**src/rtl/streaming_field_tokenizer_macros.svh**
```systemverilog
// Assertion macros shared by the field tokenizer RTL.
`ifndef STREAMING_FIELD_TOKENIZER_MACROS_SVH
`define STREAMING_FIELD_TOKENIZER_MACROS_SVH
`ifndef SYNTHESIS
// Check that cons holds whenever ante holds, outside reset.
`define SFT_ASSERT_IMP(label, clk, rst, ante, cons, msg) \
  label: assert property (@(posedge clk) disable iff (rst) (ante) |-> (cons)) \
    else $error(msg);
// Check that cons holds in the cycle after ante, outside reset.
`define SFT_ASSERT_NEXT(label, clk, rst, ante, cons, msg) \
  label: assert property (@(posedge clk) disable iff (rst) (ante) |=> (cons)) \
    else $error(msg);
// Check that cond never holds, outside reset.
`define SFT_ASSERT_NEVER(label, clk, rst, cond, msg) \
  label: assert property (@(posedge clk) disable iff (rst) !(cond)) \
    else $error(msg);
`else
`define SFT_ASSERT_IMP(label, clk, rst, ante, cons, msg)
`define SFT_ASSERT_NEXT(label, clk, rst, ante, cons, msg)
`define SFT_ASSERT_NEVER(label, clk, rst, cond, msg)
`endif
`endif

```
**src/rtl/sft_pkg.sv**
```systemverilog
// Shared types and constants of the field tokenizer.
`timescale 1ns / 1ps
package sft_pkg;

  localparam int OFFSET_BITS_DEF   = 16;
  localparam int MAX_SEPARATOR_DEF = 8;

  localparam int TOKEN_W    = 16;
  localparam int CFG_DATA_W = 64;
  localparam int CFG_IDX_W  = 2;
  localparam int SEP_LEN_W  = 4;

  localparam int RES_DEPTH = 4;
  localparam int RES_PTR_W = 2;
  localparam int RES_CNT_W = 3;

  localparam logic [7:0] UTF8_CONT_MASK = 8'hC0;
  localparam logic [7:0] UTF8_CONT_CODE = 8'h80;
  localparam logic [7:0] CHAR_TAB       = 8'd9;
  localparam logic [7:0] CHAR_NEWLINE   = 8'd10;
  localparam logic [7:0] CHAR_SPACE     = 8'd32;

  typedef enum logic [CFG_IDX_W-1:0] {
    CFG_MODE      = 2'd0,
    CFG_SEP_LEN   = 2'd1,
    CFG_SEP_BYTES = 2'd2
  } cfg_reg_t;

  typedef struct packed {
    logic [TOKEN_W-1:0] tok_start;
    logic [TOKEN_W-1:0] tok_length;
    logic [TOKEN_W-1:0] tok_runes;
    logic               tok_last;
  } tok_result_t;

endpackage

```
**src/rtl/streaming_field_tokenizer.sv**
```systemverilog
// Top level of the streaming field tokenizer: scanner, line state and result queue.
`timescale 1ns / 1ps
`include "streaming_field_tokenizer_macros.svh"

// Channel  Handshake            Payload                                               Dir
// -------  -------------------  ----------------------------------------------------  ---
// input    in_valid/in_stall    data_byte, byte_present, end_of_line                  in
// output   out_valid/out_stall  token_start, token_length, char_offset, last_of_line  out
// config   cfg_write_enable     cfg_index, cfg_data                                   in
//
// One input transaction per cycle sustained while in_stall is low; a byte lands in
// the input register, is scanned there once the queue has room for two results,
// and its results are registered in a four-entry result queue. An item makes 0..2
// results; the queue drains one transaction per cycle while out_stall is low, so
// the output rate caps the sustained input rate. in_stall rises while the input
// register holds an item and the queue has fewer than two free entries.
// rst is synchronous: it clears the line state, the registers to their defaults
// and empties the queue.
module streaming_field_tokenizer
  import sft_pkg::*;
#(
  parameter int OFFSET_BITS   = OFFSET_BITS_DEF,
  parameter int MAX_SEPARATOR = MAX_SEPARATOR_DEF
) (
  input  logic                  clk,
  input  logic                  rst,
  // configuration
  input  logic                  cfg_write_enable,
  input  logic [CFG_IDX_W-1:0]  cfg_index,
  input  logic [CFG_DATA_W-1:0] cfg_data,
  // input bytes
  input  logic                  in_valid,
  output logic                  in_stall,
  input  logic [7:0]            data_byte,
  input  logic                  byte_present,
  input  logic                  end_of_line,
  // field results
  output logic                  out_valid,
  input  logic                  out_stall,
  output logic [TOKEN_W-1:0]    token_start,
  output logic [TOKEN_W-1:0]    token_length,
  output logic [TOKEN_W-1:0]    char_offset,
  output logic                  last_of_line
);

  localparam int OB     = OFFSET_BITS;
  localparam int SEP_W  = 8 * MAX_SEPARATOR;
  localparam int FILL_W = $clog2(MAX_SEPARATOR + 1);
  localparam logic [OB-1:0]        OFF_MAX  = '1;
  localparam logic [SEP_LEN_W-1:0] SEP_CAP  = SEP_LEN_W'(MAX_SEPARATOR);
  localparam logic [FILL_W-1:0]    FILL_CAP = FILL_W'(MAX_SEPARATOR);

  typedef enum logic [1:0] {
    PH_IDLE  = 2'd0,
    PH_FIELD = 2'd1,
    PH_BLANK = 2'd2
  } phase_t;

  // Configuration registers.
  logic                 mode;
  logic [SEP_LEN_W-1:0] sep_len;
  logic [SEP_W-1:0]     sep_bytes;

  // Input register.
  logic       in_reg_valid;
  logic [7:0] in_byte;
  logic       in_present;
  logic       in_eol;

  // Line state.
  phase_t            phase;
  logic [OB-1:0]     field_begin;
  logic [OB-1:0]     field_end;
  logic [OB-1:0]     byte_position;
  logic [OB-1:0]     character_count;
  logic [OB-1:0]     begin_character_count;
  logic [SEP_W-1:0]  recent_bytes;
  logic [FILL_W-1:0] recent_fill;

  phase_t            phase_next;
  logic [OB-1:0]     field_begin_next;
  logic [OB-1:0]     field_end_next;
  logic [OB-1:0]     byte_position_next;
  logic [OB-1:0]     character_count_next;
  logic [OB-1:0]     begin_character_count_next;
  logic [SEP_W-1:0]  recent_bytes_next;
  logic [FILL_W-1:0] recent_fill_next;

  // Result queue.
  tok_result_t          res_queue [RES_DEPTH];
  logic [RES_PTR_W-1:0] wr_ptr;
  logic [RES_PTR_W-1:0] rd_ptr;
  logic [RES_CNT_W-1:0] res_count;

  logic          proc_fire;
  logic          in_fire;
  logic          out_fire;
  logic          byte_res_valid;
  tok_result_t   byte_res;
  logic          eol_res_valid;
  tok_result_t   eol_res;
  logic [1:0]    push_n;
  tok_result_t   push_first;
  logic [SEP_LEN_W-1:0] eff_len;
  logic          sep_match;

  function automatic logic [OB-1:0] sat_inc(input logic [OB-1:0] v);
    return (v == OFF_MAX) ? v : v + 1'b1;
  endfunction

  function automatic tok_result_t make_result(input logic [OB-1:0] b,
                                              input logic [OB-1:0] e,
                                              input logic [OB-1:0] runes,
                                              input logic          last);
    tok_result_t r;
    r.tok_start  = TOKEN_W'(b);
    r.tok_length = (e >= b) ? TOKEN_W'(e - b) : '0;
    r.tok_runes  = TOKEN_W'(runes);
    r.tok_last   = last;
    return r;
  endfunction

  // Scan the queued item once there is room for two results.
  assign proc_fire = in_reg_valid && (res_count <= RES_CNT_W'(RES_DEPTH - 2));
  assign in_stall  = in_reg_valid && !proc_fire;
  assign in_fire   = in_valid && !in_stall;
  assign out_valid = (res_count != '0);
  assign out_fire  = out_valid && !out_stall;

  assign token_start  = res_queue[rd_ptr].tok_start;
  assign token_length = res_queue[rd_ptr].tok_length;
  assign char_offset  = res_queue[rd_ptr].tok_runes;
  assign last_of_line = res_queue[rd_ptr].tok_last;

  assign eff_len = (sep_len > SEP_CAP) ? SEP_CAP : sep_len;

  // Separator compare: the newest byte pairs with the last separator byte.
  always_comb begin
    logic [SEP_W-1:0] shifted;
    shifted   = SEP_W'({recent_bytes, in_byte});
    sep_match = 1'b1;
    for (int k = 0; k < MAX_SEPARATOR; k++) begin
      for (int j = 0; j < MAX_SEPARATOR; j++) begin
        if ((SEP_LEN_W'(k) < eff_len) && (SEP_LEN_W'(k + j + 1) == eff_len) &&
            (shifted[8*k +: 8] != sep_bytes[8*j +: 8])) begin
          sep_match = 1'b0;
        end
      end
    end
  end

  // Per-item scan: byte first, then the end of line.
  always_comb begin
    logic [OB-1:0] nxt;
    logic [OB-1:0] cc_after;
    logic          cont;
    logic          white;
    logic [FILL_W-1:0] fill_inc;

    nxt      = sat_inc(byte_position);
    cont     = (in_byte & UTF8_CONT_MASK) == UTF8_CONT_CODE;
    cc_after = cont ? character_count : sat_inc(character_count);
    white    = (in_byte == CHAR_TAB) || (in_byte == CHAR_SPACE) ||
               (in_byte == CHAR_NEWLINE);
    fill_inc = (recent_fill == FILL_CAP) ? recent_fill : recent_fill + 1'b1;

    phase_next                 = phase;
    field_begin_next           = field_begin;
    field_end_next             = field_end;
    byte_position_next         = byte_position;
    character_count_next       = character_count;
    begin_character_count_next = begin_character_count;
    recent_bytes_next          = recent_bytes;
    recent_fill_next           = recent_fill;
    byte_res_valid             = 1'b0;
    byte_res                   = make_result(field_begin, field_end,
                                             begin_character_count, 1'b0);
    eol_res_valid              = 1'b0;

    if (in_present) begin
      if (!mode) begin
        unique case (phase)
          PH_IDLE: begin
            if (!white) begin
              phase_next                 = PH_FIELD;
              field_begin_next           = byte_position;
              begin_character_count_next = character_count;
              field_end_next             = nxt;
            end
          end
          PH_FIELD: begin
            field_end_next = nxt;
            if (white) begin
              phase_next = PH_BLANK;
            end
          end
          default: begin
            if (white) begin
              field_end_next = nxt;
            end else begin
              byte_res_valid             = 1'b1;
              phase_next                 = PH_FIELD;
              field_begin_next           = byte_position;
              begin_character_count_next = character_count;
              field_end_next             = nxt;
            end
          end
        endcase
      end else if (eff_len == '0) begin
        // One field per UTF-8 character.
        if (phase != PH_FIELD) begin
          phase_next                 = PH_FIELD;
          field_begin_next           = byte_position;
          begin_character_count_next = character_count;
        end else if (!cont) begin
          byte_res_valid             = 1'b1;
          byte_res                   = make_result(field_begin, byte_position,
                                                   begin_character_count, 1'b0);
          field_begin_next           = byte_position;
          begin_character_count_next = character_count;
        end
      end else begin
        recent_bytes_next = SEP_W'({recent_bytes, in_byte});
        recent_fill_next  = fill_inc;
        if ((SEP_LEN_W'(fill_inc) >= eff_len) && sep_match) begin
          byte_res_valid             = 1'b1;
          byte_res                   = make_result(field_begin, nxt,
                                                   begin_character_count, 1'b0);
          field_begin_next           = nxt;
          begin_character_count_next = cc_after;
          recent_fill_next           = '0;
        end
      end
      character_count_next = cc_after;
      byte_position_next   = nxt;
    end

    if (!mode) begin
      eol_res_valid = in_eol && (phase_next != PH_IDLE);
      eol_res       = make_result(field_begin_next, field_end_next,
                                  begin_character_count_next, 1'b1);
    end else begin
      eol_res_valid = in_eol && ((eff_len != '0) || (phase_next == PH_FIELD));
      eol_res       = make_result(field_begin_next, byte_position_next,
                                  begin_character_count_next, 1'b1);
    end

    // Drop all line state at the end of the line.
    if (in_eol) begin
      phase_next                 = PH_IDLE;
      field_begin_next           = '0;
      field_end_next             = '0;
      byte_position_next         = '0;
      character_count_next       = '0;
      begin_character_count_next = '0;
      recent_bytes_next          = '0;
      recent_fill_next           = '0;
    end
  end

  assign push_n     = proc_fire ? (2'(byte_res_valid) + 2'(eol_res_valid)) : 2'd0;
  assign push_first = byte_res_valid ? byte_res : eol_res;

  // Control and line state.
  always_ff @(posedge clk) begin
    if (rst) begin
      mode                  <= 1'b0;
      sep_len               <= SEP_LEN_W'(1);
      sep_bytes             <= '0;
      in_reg_valid          <= 1'b0;
      phase                 <= PH_IDLE;
      field_begin           <= '0;
      field_end             <= '0;
      byte_position         <= '0;
      character_count       <= '0;
      begin_character_count <= '0;
      recent_bytes          <= '0;
      recent_fill           <= '0;
      wr_ptr                <= '0;
      rd_ptr                <= '0;
      res_count             <= '0;
    end else begin
      if (cfg_write_enable) begin
        unique case (cfg_index)
          CFG_MODE:      mode      <= cfg_data[0];
          CFG_SEP_LEN:   sep_len   <= cfg_data[SEP_LEN_W-1:0];
          CFG_SEP_BYTES: sep_bytes <= cfg_data[SEP_W-1:0];
          default: begin
          end
        endcase
      end
      if (in_fire) begin
        in_reg_valid <= 1'b1;
      end else if (proc_fire) begin
        in_reg_valid <= 1'b0;
      end
      if (proc_fire) begin
        phase                 <= phase_next;
        field_begin           <= field_begin_next;
        field_end             <= field_end_next;
        byte_position         <= byte_position_next;
        character_count       <= character_count_next;
        begin_character_count <= begin_character_count_next;
        recent_bytes          <= recent_bytes_next;
        recent_fill           <= recent_fill_next;
      end
      wr_ptr    <= wr_ptr + RES_PTR_W'(push_n);
      if (out_fire) begin
        rd_ptr <= rd_ptr + 1'b1;
      end
      res_count <= res_count + RES_CNT_W'(push_n) - RES_CNT_W'(out_fire);
    end
  end

  // Payload registers: input item and queue entries.
  always_ff @(posedge clk) begin
    if (in_fire) begin
      in_byte    <= data_byte;
      in_present <= byte_present;
      in_eol     <= end_of_line;
    end
    if (push_n != 2'd0) begin
      res_queue[wr_ptr] <= push_first;
    end
    if (push_n == 2'd2) begin
      res_queue[wr_ptr + 1'b1] <= eol_res;
    end
  end

  `SFT_ASSERT_NEVER(a_queue_bound, clk, rst, res_count > RES_CNT_W'(RES_DEPTH),
    "result queue count beyond depth")
  `SFT_ASSERT_NEXT(a_line_clear, clk, rst, proc_fire && in_eol,
    byte_position == '0 && phase == PH_IDLE && recent_fill == '0,
    "line state not cleared after end of line")
  `SFT_ASSERT_NEVER(a_begin_order, clk, rst,
    field_begin > byte_position || begin_character_count > character_count,
    "field start runs ahead of the line position")
  `SFT_ASSERT_IMP(a_fill_cap, clk, rst, 1'b1, recent_fill <= FILL_CAP,
    "separator fill count beyond separator bound")

endmodule

```
**config.mk**
```make
export PLATFORM = sky130hd
export DESIGN_NAME = streaming_field_tokenizer
export DESIGN_NICKNAME = d
export VERILOG_FILES = /design/src/rtl/sft_pkg.sv /design/src/rtl/streaming_field_tokenizer.sv
export VERILOG_INCLUDE_DIRS = /design/src /design/src/rtl
export SDC_FILE = /design/constraint.sdc
export NUM_CORES = 1
export LEC_CHECK = 0
export BUFFER_PORTS_ARGS = -buffer_cell sky130_fd_sc_hd__buf_2
export CORE_UTILIZATION = 40
export CTS_CLUSTER_DIAMETER = 30
export DETAILED_ROUTE_END_ITERATION = 7
export GPL_TIMING_DRIVEN = 0
export PLACE_DENSITY = 0.62
export SLEW_MARGIN = 20
export SYNTH_ARGS = -nofsm -noshare
export SYNTH_HDL_FRONTEND = slang
export SYNTH_SLANG_ARGS = --single-unit
```
**constraint.sdc**
```tcl
create_clock -name clk -period 7 [get_ports clk]
set_input_delay 0.7 -clock clk [delete_from_list [all_inputs] [get_ports clk]]
set_output_delay 0.7 -clock clk [all_outputs]
set_load 0.1 [all_outputs]
```
Yosys cells after proc, flatten, opt, wreduce, memory -nomap -nowiden. Memory sizes are Yosys's and may differ from the RTL's. A register that Yosys moved wholly into a read port is not among the register bits. Index checks and enable logic that the tools add are counted.

Bits in registers: 229. Bits in writable memories: 196. Bits of input ports: 81. Word-level logic and storage cells: 443. Memories kept: 1.

Add/subtract/negate cells: 14. $lt $le $gt $ge: 16. Equality and inequality tests: 93. Muxes and demuxes: 144. Reductions and logical operators: 157.

Memories: res_queue (words 4, bits a word 49, rd ports 1, clocked after memory_dff 1, write ports 2, RTL line streaming_field_tokenizer.sv:90) `tok_result_t res_queue [RES_DEPTH];`.

Operator list (number): two-way mux 16 bit (35); != test 8 bit (64); two-way mux 33 bit (7); two-way mux 56 bit (4); logical AND 1 bit (135); >= comparator 16 bit (5); subtractor 16 bit (5); two-way mux 1 bit (79); two-way mux 49 bit (1); adder 16 x 1 -> 16 bit (second input constant) (2); == test 16 bit (second input constant) (2); == test 4 bit (first input constant) (8); two-way mux 4 bit (7); two-way mux 2 bit (11); == test 3 x 4 -> 1 bit (first input constant) (4); == test 8 x 4 -> 1 bit (second input constant) (2); less-than comparator 3 x 4 -> 1 bit (first input constant) (4); nonzero test 2 bit (5); == test 2 x 4 -> 1 bit (first input constant) (2); == test 8 x 6 -> 1 bit (second input constant) (1); less-than comparator 1 x 4 -> 1 bit (first input constant) (2); less-than comparator 2 x 4 -> 1 bit (first input constant) (2); AND reduction 2 bit (4); == test 2 x 1 -> 1 bit (second input constant) (3); other kinds (22) (30).

Longest topological paths before layout. Gate-level depths: netlist (run 1).

Depth in word-level cells: 79. Depth in mapped cells: 31.

Worst setup path after synthesis (run 1). Ideal clock, no wire load.

Kind: register to register. Start point: register recent_fill[0]. End point: memory res_queue[1][10] (netlist bit) (enable). Setup time: 0.455 ns. Data arrival time: 5.313 ns. Data required time: 6.545 ns. Setup slack: 1.232 ns. Stages on the path, launching flop included: 23. Path buffers: 3. Cells stage by stage: dfxtp_1 -> inv_1 -> ha_1 -> nand2_1 -> nor2_1 -> xnor2_1 -> ha_1 -> nand2b_1 -> a21o_1 -> a21o_1 -> a21oi_1 -> nor3_2 -> nand4_1 -> nand2_1 -> nand2_2 -> inv_2 -> buf_6 -> buf_2 -> buf_2 -> ha_1 -> mux2_2 -> nand2_1 -> nor2_1.

RTL lines: start, declared (RTL line streaming_field_tokenizer.sv:78) `logic [FILL_W-1:0] recent_fill;`; start signal, assigned (RTL line streaming_field_tokenizer.sv:305) `recent_fill <= recent_fill_next;`; end, declared (RTL line streaming_field_tokenizer.sv:90).

==> results of run 1 <==
==> what timing repair did <==
| action | 4_1_cts | 5_1_grt |
|---|---|---|
| hold buffers | 0 | 0 |
| pin swaps | 2 | 5 |
| buffers inserted | 4 | 9 |
| gates resized for setup | 16 | 17 |
| setup endpoints to repair | 64 | 64 |
==> Yosys cell counts, drive strengths merged (15+ instances only) <==
cell     count  area (µm²)
nor4        29         203
nand2b      20         125
nor2b       24         150
nor3        64         342
buf        138         737
o21ai      146         731
a21oi      183         923
mux4        49        1100
a22oi      121         913
a31oi       33         206
xor2        48         428
a22o        81         709
o2bb2ai     15         131
clkbuf     143         542
and3        21         131
nand2      319        1200
nor2       269        1010
nand4       89         563
o22ai       92         576
xnor2      332        2910
o21a        20         150
edfxtp     202        6070
a211oi      21         173
a21o        36         270
nand3       56         285
inv         77         289
or3         20         125
ha          93        1160
dfxtp      225        4500
==> layer usage <==
metal	global-route usage, %	part of all wire (%)
met1	41.0	41
met4	15.9	5.8
met5	0	0.029
met2	47.4	43
met3	6.38	9.9
==> sequential cells by signal, summed over array words and instances, names as in the netlist, 8 cells and up, named ones only <==
register	flops
in_byte	8
begin_character_count	16
field_end	16
sep_bytes	64
recent_bytes	56
res_queue	196
character_count	16
byte_position	16
field_begin	16
==> through the flow <==
step,util [%],setup WS [ns]
final,48.6,0.286
after global routing,48.6,0.0147
after CTS,48.4,0.0284
after detailed placement,43.5,-0.628
after global placement,43.2,-1.49
after floorplan,-,1.23
==> power by group through the flow <==
stage / combinational (mW) / sequential [mW] / clock [mW]
2_1_floorplan: 1.61 / 2.73 / 0
3_3_place_gp: 2.07 / 2.75 / 0
3_5_place_dp: 2.08 / 2.75 / 0
4_1_cts: 2.10 / 2.70 / 4.59
5_1_grt: 2.22 / 2.71 / 4.73
6_report: 2.14 / 2.70 / 4.57
==> worst max-delay path, delay by kind of cell (launching register included) <==
kind,cells,cell delay [ns]
compound gates,11,2.36
xor+xnor,1,0.75
fa+ha+maj,2,0.67
buf+inv,3,0.68
flops,1,0.58
simple gates,4,1.36
==> how the worst max path moves through the flow <==
stage / from / to / slack [ns] / depth (start not counted)
floorplan: recent_fill[0] / res_queue[1][10] / 1.23 / 22
global placement: recent_bytes[37] / res_queue[1][23] / -1.49 / 17
detailed placement: in_byte[2] / res_queue[0][18] / -0.63 / 25
CTS: in_byte[7] / res_queue[0][24] / 0.03 / 26
global route: in_byte[7] / res_queue[0][28] / 0.01 / 26
finish: byte_position[1] / res_queue[0][24] / 0.29 / 21
==> logic make-up after synthesis <==
| family | count (synthesis) | share of synthesized area, % |
|---|---|---|
| simple gates | 966 | 16.0 |
| compound gates | 875 | 20.8 |
| flops | 427 | 36.9 |
| xor+xnor | 380 | 11.6 |
| buf+inv | 358 | 5.47 |
| fa+ha+maj | 99 | 4.48 |
| mux | 73 | 4.74 |
==> layout make-up <==
type	count	area, µm²
fill	6746	36300
buffer	280	1280
tap	940	1180
timing repair buffer	151	896
sequential	427	10600
clock inverter	58	627
clock buffer	121	2700
antenna	1	2.50
multi-input combinational	2393	16700
inverter	77	292
==> metrics.txt, run 1 <==
outcome=finished clean; clk_skew=roughly 0.02 ns; Slew Viols, Final=0; placed cell areas=about 31000 µm²; Synth Area per Inst=around 9 µm²; peak supply drop=0.262 mV; post-DP HPWL=approximately 86000 µm; reported leakage power=about 12 nW; setup TNS=0 ns; ys flop type=dfxtp_1; # H-tree levels=3; IO Port Bufs=approximately 130; largest fanout on the critical path=10; most frequent cells in the layout=xnor2_1, nand2_1, nor2_1; first-iteration detailed-routing DRC count=3632; ys async rst share=0%; nets=roughly 3600; most common cell after layout, fill and taps aside=xnor2_1; layout cell share with drive strength beyond 1=between 15 and 20%; Cells on Worst Hold Path=1; CP max stage delay=between 0.7 and 0.8 ns; Slew @ Worst Pin=around 1.2 ns; RR Endpoint=res_queue[0][24]; Critical Path Source Type=flop; Final Setup Violations=0; Netlist cell types=103; worst-path cell chain=ha_1 > nand4_1 > nor4_2 > or3_1 > xor2_1 > inv_2 > a31oi_1 > a21oi_1 > a21o_1 > inv_1 > ha_1 > a21o_1 > a21o_1 > a311oi_1 > a31oi_1 > o21ai_0 > a211oi_4 > clkbuf_2 > a22oi_2 > nand2_1 > o2bb2ai_1; Ports=~130; r2r setup slk=roughly 0.29 ns; nature of the critical path endpoint=flop; CTS tree=yes; CTS root buf=clkbuf_16; part of the cycle the worst path needs=approximately 96%; Internal=approximately 6.3 mW; CTS Sinks=427; GR Util All Layers=30.9%; Die X=roughly 270 µm; RSZ-0062 raised after global routing=no; Psw=approximately 3.1 mW; clock latency on the worst-skew pair=around 0.65 ns; total power=between 9 and 10 mW; crit path max-delay cell type=xor2_1; number of vias per cell=about 6; cell count after placement=between 4000 and 5000; Hold Worst Slack=0.233 ns; die area=just over 70000 µm²; fmax=0.149 GHz; Hold Vio Cnt, Final=0; routed len/inst=about 26 µm; Hold EP=in_byte[7]; Slew HR=between 20% and 30%; Post-Route WL=between 100000 and 150000 µm; initial antenna violation count=2; switching fraction of total power=33.1%; # rows=97; Post-Syn Area=28700 µm²; Starting Density=40.6%; Final Wtd Congestion=slightly above 1; fin cells=about 4400; CTS Buf Count=97; Layout area overhead=19.6%; syn_nets=between 3000 and 4000; Hold Startpoint=data_byte[7]; antenna viol nets, final=0; Post-synth EDFFs=202; Power Density=~270 nW/µm²; Ys Warns=0; Hold Crit Class=in2reg; # Max-Cap Violations=0; source of the worst register-to-register timing path=byte_position[1]; remaining global-route overflow=0; largest net degree at the start of global routing=approximately 40; Seq cells post-synth=427; path depth of the worst reg2reg path=21; drt drc=0; Worst-path clk slew=approximately 0.05 ns; total core area=between 70000 and 80000 µm²; first-pass GRT wire length=roughly 170000 µm; DR pass1 iterations=8; Final Cell Area=34300 µm²; register area share after synthesis=a little under two fifths; Worst path most repeated cell=a21o_1; total number of vias=approximately 27000; worst endpoint required time=between 7 and 8 ns; vias in the first global route=25400; Synth Instances=between 3000 and 4000; critical path data arrival time=a little over 7 ns; sequential power share=about 29%; die height=between 200 and 300 µm; minimum clock period=roughly 6.7 ns; Logic pwr share=a little under a quarter; Max Buffers Root-to-Sink=3; Clock power frac=between 40% and 50%; CP Class=reg2reg
Power figures use the tool's default switching activity.
==> run 2, diff against run 1 <==
ABC_AREA = 1   (was default)
==> run 2 against run 1 <==
  * Utilization down 0.47 points
  * Largest power group unchanged
  * Count of clock-buffer cells in the layout down 3
  * Total power rose by 14%
  * Largest cell class unchanged
  * Critical path depth increased by 11
  * Highest routed layer unchanged
  * Register-to-register slack better by 0.20 ns
  * Non-clock buffer count shrank 30
  * Worst setup slack better by 0.20 ns
  * Global-route usage grew 2.5 points
==> metrics.txt, run 2 <==
Post-Route WL=approximately 130000 µm; # Max-Cap Violations=0; Post-Place Setup Slack=0.193 ns; Internal=between 6 and 7 mW; Hold Crit Class=in2reg; Slew Viols, Final=0; Clock power frac=around 49%; Synth Area per Inst=6.51 µm²; Ys Warns=0; clk_skew=roughly 0.083 ns; Starting Density=40.3%; Slew @ Worst Pin=between 1 and 1.5 ns; first-iteration detailed-routing DRC count=around 4100; Final Setup Violations=0; outcome=finished clean; fmax=between 0.15 and 0.2 GHz; critical path data arrival time=between 6 and 7 ns; total core area=~77000 µm²; sequential power share=between 20 and 30%; antenna diode count=0; list of most frequent post-synthesis cells=nand2_1, nor2_1, nand3_1; most common cell after layout, fill and taps aside=nand2_1; Max Buffers Root-to-Sink=3; setup TNS=0 ns; CTS root buf=clkbuf_16; top cells by area, synth=nand2_1, edfxtp_1, dfxtp_1, nand3_1, nor2_1; Yosys top cell area share=around a fifth; final design utilization=48.1%; remaining global-route overflow=0; vias in the first global route=between 30000 and 40000; ys async rst share=0%; minimum clock period=about 6.5 ns; largest fanout on the critical path=10; Synth Instances=roughly 4800; placed cell areas=approximately 33000 µm²; syn_nets=between 4000 and 5000; CTS Sinks=roughly 430; most frequent cell after synthesis=nand2_1; switching fraction of total power=36.4%; first-pass GRT wire length=between 150000 and 200000 µm; IO Port Bufs=between 100 and 150; die height=281 µm; hold buffer count at cts=0; CTS Buf Count=roughly 110; nets=~5200; # H-tree levels=3; register area share after synthesis=33.9%; CTS tree=yes; # rows=between 100 and 150; Die X=approximately 280 µm; part of the cycle the worst path needs=roughly 93%; initial antenna violation count=1; Ports=between 100 and 150; most frequent cells in the layout=nand2_1, nor2_1, nand3_1; Final Wtd Congestion=1.01; antenna viol nets, final=0; Hold Vio Cnt, Final=0; Worst-path clk slew=roughly 0.05 ns; max reg flops=between 150 and 200; layout cell share with drive strength beyond 1=about a tenth; largest net degree at the start of global routing=38; nature of the critical path endpoint=flop; total number of vias=34300; Slew HR=around a quarter; routed len/inst=approximately 22 µm; drt drc=0; Final Cell Area=about 37000 µm²; CP Class=reg2reg; RSZ-0062 raised after global routing=no; Logic pwr share=25.1%; Worst path most repeated cell=nand2_1; Post-synth EDFFs=202; number of vias per cell=5.57; Psw=roughly 3.9 mW; Layout area overhead=19.3%; Post-Syn Area=about 31000 µm²; ys flop type=dfxtp_1; CP max stage delay=between 0.6 and 0.7 ns; Seq cells post-synth=roughly 430; Final WS setup=between 0.4 and 0.5 ns; die area=between 70000 and 80000 µm²; DR pass1 iterations=8; crit path max-delay cell type=dfxtp_1; clock latency on the worst-skew pair=around 0.7 ns; total power=about 11 mW; biggest regs=res_queue x196, sep_bytes x64, recent_bytes x56; Biggest register=res_queue; post-DP HPWL=102000 µm; peak supply drop=about 0.17 mV; Netlist cell types=52; largest area contributor in the netlist=nand2_1; Power Density=between 200 and 300 nW/µm²; Critical Path Source Type=flop; GR Util All Layers=between 30% and 40%; worst endpoint required time=between 7 and 8 ns; reported leakage power=around 16 nW
run 2: changes by cell type in the layout (fill, tap and decap cells not counted), moves of 49 or more:
cell	delta
nand2_1	+1319
nand3_1	+335
inv_1	+283
xnor2_1	-257
o21ai_0	+211
nor2_1	+191
a21oi_1	+101
a22o_1	-80
mux4_2	-49
run 2: logic make-up (layout without fill, tap and decap cells):
group                      after synthesis  count (layout)  synth area share (%)
buffers and inverters                  660             989                  8.64
xor gates and xnor gates               168             168                  4.74
and+or+nand+nor                       2615            2615                  34.1
DFF                                    427             427                  33.9
AOI/OAI and AO/OA                      821             821                  14.5
adders and majority gates               99              99                  4.12
run 2: layout make-up:
class	instances	area (µm²)
Buffer	266	1220
Clock inverter	76	1140
Timing Repair Buffer	135	746
Multi-Input combinational cell	3703	18000
Inverter	394	1480
Fill cell	8096	40100
Sequential cell	427	10600
Clock buffer	118	2740
Tap cell	1040	1300
run 2: stage by stage:
step / instances / hold slack [ns]
after global routing: 6159 / 0.195
after floorplan: 4790 / 0.436
after CTS: 6158 / 0.188
final: 6159 / 0.209
after global placement: 5960 / 0.456
after detailed placement: 5964 / 0.462
run 2: final timing paths:
check	from	end	slack, ns	depth (start not counted)
min	data_byte[7]	in_byte[7]	0.21	1
min reg2reg	sep_bytes[63]	sep_bytes[63]	0.47	2
max	sep_bytes[16]	res_queue[0][24]	0.49	32
max reg2reg	sep_bytes[16]	res_queue[0][24]	0.49	32
run 2: timing repair:
item	CTS	global route
resized for setup	0	12
setup buffers	0	1
setup endpoints to repair	0	56
run 2: critical path, delay by kind of cell, from the launching register on:
family	cells	cell delay, ns
AOI/OAI and AO/OA	4	1.12
adders and majority gates	2	0.72
buffers and inverters	3	0.65
DFF	1	0.65
and+or+nand+nor	23	3.15
run 2: per-layer routing:
metal  vias to the layer above  wire [µm]  part of all wire, %  global-route usage (%)
met5                         -         14                0.010                       0
met4                         2       6380                  4.7                    15.8
met3                       362      13800                   10                    6.48
met2                      1883      58900                   44                    52.0
met1                     15900      55100                   41                    44.2
li1                      16200          -                    -                       -
run 2: power by group through the flow:
stage / logic [mW] / clock network, mW / registers [mW]
after floorplan: 1.94 / 0 / 2.76
after global placement: 2.66 / 0 / 2.77
after detailed placement: 2.61 / 0 / 2.77
after CTS: 2.62 / 5.30 / 2.73
after global routing: 2.82 / 5.42 / 2.74
final: 2.68 / 5.27 / 2.73
